[src/sv/pbfl_pkg.sv]
// ----------------------------------------------------------------------------
// pbfl_pkg
// Shared types and constants of the packet buffer free list allocator.
// ----------------------------------------------------------------------------
package pbfl_pkg;

	localparam int ADDR_W      = 15;
	localparam int OP_W        = 2;
	localparam int STATUS_W    = 2;
	localparam int REG_W       = 5;
	localparam int CNT_W       = 5;
	localparam int CFG_INDEX_W = 1;

	localparam int BLOCK_COUNT_DEF = 16;
	localparam int BLOCK_BYTES_DEF = 2048;

	localparam logic [REG_W-1:0] RX_LIMIT_RST = 5'd8;
	localparam logic [REG_W-1:0] TX_LIMIT_RST = 5'd8;

	localparam logic [CFG_INDEX_W-1:0] REG_RX_LIMIT = 1'd0;
	localparam logic [CFG_INDEX_W-1:0] REG_TX_LIMIT = 1'd1;

	localparam logic [OP_W-1:0] OP_ALLOC_RX = 2'd0;
	localparam logic [OP_W-1:0] OP_ALLOC_TX = 2'd1;
	localparam logic [OP_W-1:0] OP_FREE_RX  = 2'd2;
	localparam logic [OP_W-1:0] OP_FREE_TX  = 2'd3;

	localparam logic [STATUS_W-1:0] ST_OK        = 2'd0;
	localparam logic [STATUS_W-1:0] ST_LIMIT     = 2'd1;
	localparam logic [STATUS_W-1:0] ST_EMPTY     = 2'd2;
	localparam logic [STATUS_W-1:0] ST_UNDERFLOW = 2'd3;

	typedef struct packed {
		logic [OP_W-1:0]   op;
		logic [ADDR_W-1:0] address;
	} req_t;

	typedef struct packed {
		logic [STATUS_W-1:0] status;
		logic [ADDR_W-1:0]   block_address;
	} rsp_t;

endpackage

[src/sv/packet_buffer_free_list_unit.sv]
// ----------------------------------------------------------------------------
// packet_buffer_free_list_unit
// Pool allocator: LIFO free list of equal packet blocks with per-class
// allocation counts capped by limit registers.
// ----------------------------------------------------------------------------
// Each request word first reads the link of the current head block from the
// link memory into a register, then decides, updates the head, the counts
// and the link memory, and loads the response register. A new word is taken
// only once the previous one has completed; the response register lets the
// next word in while a response still waits. After reset the link memory is
// initialized by a pass over every block, during which req_stall stays high;
// configuration writes are taken at all times. Frees round the address down
// to its block; a free beyond the pool is ignored with status ok.
module packet_buffer_free_list_unit #(
	parameter int BLOCK_COUNT = pbfl_pkg::BLOCK_COUNT_DEF,
	parameter int BLOCK_BYTES = pbfl_pkg::BLOCK_BYTES_DEF
) (
	input  logic                             clk,
	input  logic                             arst_n,
	input  logic                             cfg_we,
	input  logic [pbfl_pkg::CFG_INDEX_W-1:0] cfg_index,
	input  logic [pbfl_pkg::REG_W-1:0]       cfg_data,
	input  logic                             req_valid,
	output logic                             req_stall,
	input  pbfl_pkg::req_t                   req,
	output logic                             rsp_valid,
	input  logic                             rsp_stall,
	output pbfl_pkg::rsp_t                   rsp
);
	import pbfl_pkg::*;

	localparam int IW    = (BLOCK_COUNT > 1) ? $clog2(BLOCK_COUNT) : 1;
	localparam int LW    = $clog2(BLOCK_COUNT + 1);
	localparam int SHIFT = ADDR_W + $clog2(BLOCK_BYTES);
	localparam longint RECIP_L = ((64'd1 << SHIFT) + BLOCK_BYTES - 1) / BLOCK_BYTES;
	localparam int RW    = 17;
	localparam int PW    = ADDR_W + RW;
	localparam logic [RW-1:0]  RECIP   = RW'(RECIP_L);
	localparam logic [LW-1:0]  NULL_LK = LW'(BLOCK_COUNT);
	localparam logic [IW-1:0]  LAST_IX = IW'(BLOCK_COUNT - 1);

	localparam logic [1:0] S_INIT = 2'd0;
	localparam logic [1:0] S_IDLE = 2'd1;
	localparam logic [1:0] S_EXEC = 2'd2;

	logic [LW-1:0] link_mem [BLOCK_COUNT];

	logic [1:0]       state_q;
	logic [IW-1:0]    init_idx_q;
	logic [LW-1:0]    free_head_q;
	logic [CNT_W-1:0] rx_count_q, tx_count_q;
	logic [REG_W-1:0] rx_limit_q, tx_limit_q;
	logic [OP_W-1:0]  op_s1;
	logic [PW-1:0]    prod_s1;
	logic [LW-1:0]    rd_link_s1;
	logic             out_valid_q;
	rsp_t             out_q;

	logic             accept, out_free, exec_go;
	logic             mem_we;
	logic [IW-1:0]    mem_waddr;
	logic [LW-1:0]    mem_wdata;
	logic             is_tx;
	logic [CNT_W-1:0] cnt_sel;
	logic [REG_W-1:0] lim_sel;
	logic [PW-1:0]    quo_full;
	logic [15:0]      blk_idx;
	logic             blk_in_pool;
	logic [31:0]      base_addr;
	rsp_t             rsp_d;
	logic [LW-1:0]    head_d;
	logic [CNT_W-1:0] cnt_d;
	logic             cnt_upd;
	logic             free_push;

	assign accept    = req_valid && !req_stall;
	assign req_stall = (state_q != S_IDLE);
	assign out_free  = !out_valid_q || !rsp_stall;
	assign exec_go   = (state_q == S_EXEC) && out_free;

	assign is_tx       = (op_s1 == OP_ALLOC_TX) || (op_s1 == OP_FREE_TX);
	assign cnt_sel     = is_tx ? tx_count_q : rx_count_q;
	assign lim_sel     = is_tx ? tx_limit_q : rx_limit_q;
	assign quo_full    = prod_s1 >> SHIFT;
	assign blk_idx     = quo_full[15:0];
	assign blk_in_pool = (32'(blk_idx) < 32'(BLOCK_COUNT));
	assign base_addr   = 32'(free_head_q) * 32'(BLOCK_BYTES);

	always_comb begin
		rsp_d     = '{status: ST_OK, block_address: '0};
		head_d    = free_head_q;
		cnt_d     = cnt_sel;
		cnt_upd   = 1'b0;
		free_push = 1'b0;
		case (op_s1)
			OP_ALLOC_RX, OP_ALLOC_TX: begin
				if (cnt_sel >= lim_sel) begin
					rsp_d.status = ST_LIMIT;
				end else if (free_head_q >= NULL_LK) begin
					rsp_d.status = ST_EMPTY;
				end else begin
					head_d  = rd_link_s1;
					cnt_d   = cnt_sel + CNT_W'(1);
					cnt_upd = 1'b1;
					if (op_s1 == OP_ALLOC_TX) begin
						rsp_d.block_address = ADDR_W'(base_addr + 32'(BLOCK_BYTES - 1));
					end else begin
						rsp_d.block_address = ADDR_W'(base_addr);
					end
				end
			end
			OP_FREE_RX, OP_FREE_TX: begin
				if (blk_in_pool) begin
					if (cnt_sel == '0) begin
						rsp_d.status = ST_UNDERFLOW;
					end else begin
						head_d    = LW'(blk_idx);
						cnt_d     = cnt_sel - CNT_W'(1);
						cnt_upd   = 1'b1;
						free_push = 1'b1;
					end
				end
			end
			default: begin
				rsp_d.status = ST_OK;
			end
		endcase
	end

	always_comb begin
		mem_we    = 1'b0;
		mem_waddr = init_idx_q;
		mem_wdata = LW'(init_idx_q) + LW'(1);
		if (state_q == S_INIT) begin
			mem_we = 1'b1;
		end else if (exec_go && free_push) begin
			mem_we    = 1'b1;
			mem_waddr = IW'(blk_idx);
			mem_wdata = free_head_q;
		end
	end

	always_ff @(posedge clk) begin
		if (mem_we) begin
			link_mem[mem_waddr] <= mem_wdata;
		end
		if (accept) begin
			rd_link_s1 <= link_mem[free_head_q[IW-1:0]];
			op_s1      <= req.op;
			prod_s1    <= PW'(req.address) * PW'(RECIP);
		end
		if (exec_go) begin
			out_q <= rsp_d;
		end
	end

	always_ff @(posedge clk or negedge arst_n) begin
		if (!arst_n) begin
			state_q     <= S_INIT;
			init_idx_q  <= '0;
			free_head_q <= '0;
			rx_count_q  <= '0;
			tx_count_q  <= '0;
			rx_limit_q  <= RX_LIMIT_RST;
			tx_limit_q  <= TX_LIMIT_RST;
			out_valid_q <= 1'b0;
		end else begin
			if (cfg_we) begin
				case (cfg_index)
					REG_RX_LIMIT: rx_limit_q <= cfg_data;
					REG_TX_LIMIT: tx_limit_q <= cfg_data;
					default: begin
					end
				endcase
			end
			case (state_q)
				S_INIT: begin
					init_idx_q <= init_idx_q + IW'(1);
					if (init_idx_q == LAST_IX) begin
						state_q <= S_IDLE;
					end
				end
				S_IDLE: begin
					if (accept) begin
						state_q <= S_EXEC;
					end
				end
				S_EXEC: begin
					if (exec_go) begin
						state_q     <= S_IDLE;
						free_head_q <= head_d;
						if (cnt_upd) begin
							if (is_tx) begin
								tx_count_q <= cnt_d;
							end else begin
								rx_count_q <= cnt_d;
							end
						end
					end
				end
				default: begin
					state_q <= S_IDLE;
				end
			endcase
			if (exec_go) begin
				out_valid_q <= 1'b1;
			end else if (!rsp_stall) begin
				out_valid_q <= 1'b0;
			end
		end
	end

	assign rsp_valid = out_valid_q;
	assign rsp       = out_q;

`ifndef NO_ASSERTIONS
	a_accept_exec: assert property (@(posedge clk) disable iff (!arst_n)
		accept |=> state_q == S_EXEC)
		else $error("accepted word did not enter execution");

	a_init_stall: assert property (@(posedge clk) disable iff (!arst_n)
		state_q == S_INIT |-> req_stall)
		else $error("request taken during link initialization");

	a_write_owner: assert property (@(posedge clk) disable iff (!arst_n)
		mem_we |-> (state_q == S_INIT || exec_go))
		else $error("link memory written outside init or execution");

	a_exec_rsp: assert property (@(posedge clk) disable iff (!arst_n)
		exec_go |=> rsp_valid)
		else $error("completed word produced no response");

	a_head_range: assert property (@(posedge clk) disable iff (!arst_n)
		free_head_q <= NULL_LK)
		else $error("free list head beyond null");
`endif

endmodule
[config.mk]
export PLATFORM = sky130hd
export DESIGN_NAME = packet_buffer_free_list_unit
export DESIGN_NICKNAME = d
export VERILOG_FILES = /design/src/sv/pbfl_pkg.sv /design/src/sv/packet_buffer_free_list_unit.sv
export SDC_FILE = /design/constraint.sdc
export NUM_CORES = 1
export LEC_CHECK = 0
export BUFFER_PORTS_ARGS = -buffer_cell sky130_fd_sc_hd__clkbuf_2
export CORE_ASPECT_RATIO = 1.2
export CORE_MARGIN = 1.5
export CORE_UTILIZATION = 45
export CTS_BUF_LIST = sky130_fd_sc_hd__clkbuf_2
export CTS_CLUSTER_DIAMETER = 120
export DETAILED_ROUTE_END_ITERATION = 12
export GPL_ROUTABILITY_DRIVEN = 0
export GPL_TIMING_DRIVEN = 0
export SETUP_SLACK_MARGIN = 0.15
export SLEW_MARGIN = 15
export SYNTH_ARGS = -nofsm -noshare
export SYNTH_HDL_FRONTEND = slang
export SYNTH_SLANG_ARGS = --single-unit
[constraint.sdc]
create_clock -name clk -period 8.3 [get_ports clk]
set_input_delay 2.075 -clock clk [delete_from_list [all_inputs] [get_ports clk]]
set_output_delay 2.075 -clock clk [all_outputs]
set_load 0.02 [all_outputs]
==> results.md <==
Outcome:
- The flow ran to the end, and the final reports show no timing, DRC or antenna violations.

STA:
- The final-report max-slew violation count was 0.
- In the final timing run, aggregate negative setup slack is 0 ps.
- The minimum clock period after layout is 3720 ps.
- The relative slew slack is 30.6%.
- The final period utilization is 44.8%.
- The number of hold violations in the final report is 0.
- For the pin with the worst max-slew slack, the measured transition is 1040 ps.
- Between clock sinks in the finished design, the worst skew comes to 28.5 ps.
- The highest achievable clock rate is 0.269 GHz.
- Setup repair after global routing left no endpoint under its margin.
- The count of final setup violators is 0.

Clocking:
- At the later pin of the worst-skew pair, clock insertion delay measures 660 ps.
- The total CTS buffers is 17.
- In this run the number of H-tree levels came out at 4.
- The number of gates given a new drive strength after cts is 0.
- Buffers inserted to repair hold after CTS numbered 0.
- The number of clock sinks is 130.
- Counting along the longest clock path gives a buffer depth of 2.
- The CTS tree is built.
- The clock root buffer master is clkbuf_2.
- Clock-pin slew was measured on the worst setup and hold paths at 200 ps.
- The number of buffers added for setup after CTS is 0.

Cells and area:
- Leaving out fill and tap cells, the most frequent cells in the layout are 98 x edfxtp_1, 53 x clkbuf_2, 31 x nor2_1, 30 x dfrtp_1, 25 x mux4_2.
- After routing the design area is 6440 um^2.
- After the last flow step, the layout net total stands at 467.
- Leaving out fill and tap cells, the most frequent cell in the layout is edfxtp_1.
- The area of the multi-input gates is 1860 um^2.
- The proportion of layout cells with a drive suffix above 1 is 30.7%.
- The number of antenna repair diodes is 0.
- The sequential cell area is 3750 um^2.
- Relative to the synthesized area, the layout overhead comes to 11.8%.
- The count of filler cells inserted in the layout is 1071.

Worst setup path:
- The terminus of the critical flop-to-flop path is rx_count_q[3].
- The required time at the worst-slack endpoint is 8640 ps.
- For this design, the slowest cell found on the critical path is a21oi_2.
- The setup path with the least slack is of type primary input to flop.
- In this run the worst setup path terminates at link_mem[7][2].
- STA classifies the critical path startpoint as a primary input.
- The launching element of the worst setup path is rsp_stall.
- The startpoint identified for the worst register-to-register timing path is op_s1[0].
- The buffers plus inverters on the worst setup path is 3.
- STA classifies the critical path endpoint as a flop.
- The kind of cell adding the most delay to the critical path is buffers and inverters.
- The top fanout value on the critical path is 16.
- The worst path arrival time is 4060 ps.
- The critical path goes through clkbuf_2 > nand2_1 > nand2b_1 > inv_1 > nand3_1 > buf_2 > a21oi_2.
- The depth of the worst register-to-register path is 10.
- On the worst path, the slowest cell contributes a delay of 660 ps.
- The number of gates on the worst path with buffers counted is 7.
- The register-to-register setup slack is 4640 ps.

Logic synthesis:
- In this run the biggest area consumer among cell types represents 51.1% of the synthesized area.
- The most frequently used flop master after synthesis is edfxtp_1.
- The sequential cell area fraction in the yosys report is 65.0%.
- The gate count after technology mapping is 375.
- The count of different cell masters after synthesis is 50.
- The register bit count reported by yosys is 130.
- Ranked by total cell area, the synthesized netlist is headed by edfxtp_1 51%, dfrtp_1 13%, mux4_2 9.8%.
- Counting flops with a built-in enable in the synthesized netlist gives 98.
- A synthesized cell averages 15.4 um^2.
- The post-synthesis instance area is 5760 um^2.
- The cell taking the most area after synthesis is edfxtp_1.
- After synthesis, the share of flip-flops with an asynchronous set or reset is 24.6%.
- The count of warnings emitted by yosys is 0.
- The net count of the mapped netlist is 412.

Route:
- The total DRC errors in the routed layout is 0.
- The routed wire length is 11.7 mm.
- The remaining antenna violation count after routing is 0.
- In this run, the number of DRC markers left after iteration 0 of detailed routing was 245.
- The via density per instance is 5.44.
- The via count is 3304.
- Dividing the detail-routed wire length by the instance count gives 19.3 um.
- The pre-antenna-repair detailed-routing pass consisted of 4 iterations.

Floorplanning:
- The I/O pin total is 47.
- The overall die width is 106 um.
- The total number of placement rows is 45.
- The floorplan core area is 12600 um^2.
- The vertical die dimension is 127 um.
- The initial utilization of the core area, before any placement, comes to 45.9%.
- The area of the die is 13500 um^2.

Place:
- The HPWL after detailed placement is 8.35 mm.
- Port buffering added 35 buffers.
- The area after detailed placement is 6160 um^2.

Global route:
- The aggregate global routing overflow is 0.
- The via count of the first global-routing pass is 3348.
- Entering global routing, the biggest net connects 33 pins.
- Global routing used 19.0% of the available tracks.
- The first global-routing pass estimated 18.8 mm of wire.
- The initial antenna violation count is 0.

Hold path:
- The path category of the worst min-delay check is flop to flop.
- Counting instances, the worst hold path has a depth of 1.

Power:
- The leakage dissipation is 0.00240 uW.
- The power per cell area is 366 nW/um^2.
- The worst ir drop on vdd is 0.000160 V.

Run:
- The max-cap violation count is 0.
-- metal layers --
metal  vias up  GRT usage, %  routed length, um
li1       1545             -                  -
met1      1671          23.3               4890
met2        70          33.2               6220
met3        18          3.72                394
met4         0          7.23                203
met5         -             0                  0
-- cell type report --
| type | count | share of cell area [%] |
|---|---|---|
| clock inverter | 14 | 2.91 |
| sequential | 130 | 58.1 |
| timing repair buffer | 36 | 2.89 |
| clock buffer | 18 | 1.40 |
| inverter | 11 | 0.641 |
| multi-input combinational | 212 | 28.9 |
| buffer | 22 | 1.94 |
| tap | 164 | 3.18 |
-- worst register-to-register path, delay by kind of cell (launching register included) --
family | cells | cell delay, ps
DFF | 1 | 520
buffers and inverters | 2 | 800
adders and majority gates | 1 | 270
and+or+nand+nor | 2 | 390
AOI/OAI and AO/OA | 3 | 780
muxes | 2 | 780
-- cells in the mapped netlist, drive strengths merged, types with 3 or more instances --
cell and n:
edfxtp 98, ha 9, nor2b 5, clkbuf 6, nor2 31, a21o 3
o22ai 3, buf 16, dfrtp 30, xnor2 8, mux2i 12, mux2 16
nor4 3, nand2 21, nor3 4, and3 3, a31oi 6, o211ai 3
nand3 5, a21oi 14, nand2b 3, and2 7, inv 11, o21ai 12
mux4 25
-- registers in the layout, summed over array words and instances (netlist names) --
register	flops
free_head_q	5
init_idx_q	4
link_mem	80
op_s1	2
prod_s1	4
rd_link_s1	5
rsp	7
rsp_valid	1
rx_count_q	5
rx_limit_q	5
state_q	2
tx_count_q	5
tx_limit_q	5
-- report_power, final --
part	internal, uW	switching (uW)
sequential	957	87.7
clock	199	229
combinational	345	539
total	1500	856
-- stage by stage --
step / setup slack (ps) / total power, uW / std cells / util, % / hold slack (ps)
after floorplan: 4540 / 1670 / 375 / - / 467
after global placement: 3560 / 1920 / 574 / 48.9 / 486
after detailed placement: 3470 / 1960 / 575 / 49.1 / 496
after CTS: 4190 / 2390 / 607 / 51.3 / 529
after global routing: 4290 / 2510 / 607 / 51.3 / 544
final: 4580 / 2360 / 607 / 51.3 / 523
-- worst min-delay path by stage --
stage	from	endpoint	slack, ps
after floorplan	rx_count_q[0]	rx_count_q[0]	470
after global placement	tx_limit_q[0]	tx_limit_q[0]	490
after detailed placement	rx_limit_q[1]	rx_limit_q[1]	500
after CTS	tx_count_q[0]	tx_count_q[0]	530
after global routing	tx_count_q[0]	tx_count_q[0]	540
final	tx_count_q[0]	tx_count_q[0]	520
-- cells by family after synthesis --
group | synth area share (%)
AO/OA/AOI/OAI | 6.19
XOR/XNOR | 1.37
adder cells (fa/ha/maj) | 1.95
buffers and inverters | 2.89
flip-flops | 65.0
multiplexers | 15.1
AND/OR/NAND/NOR | 7.51
No activity file was read; power rests on OpenSTA's default activity.
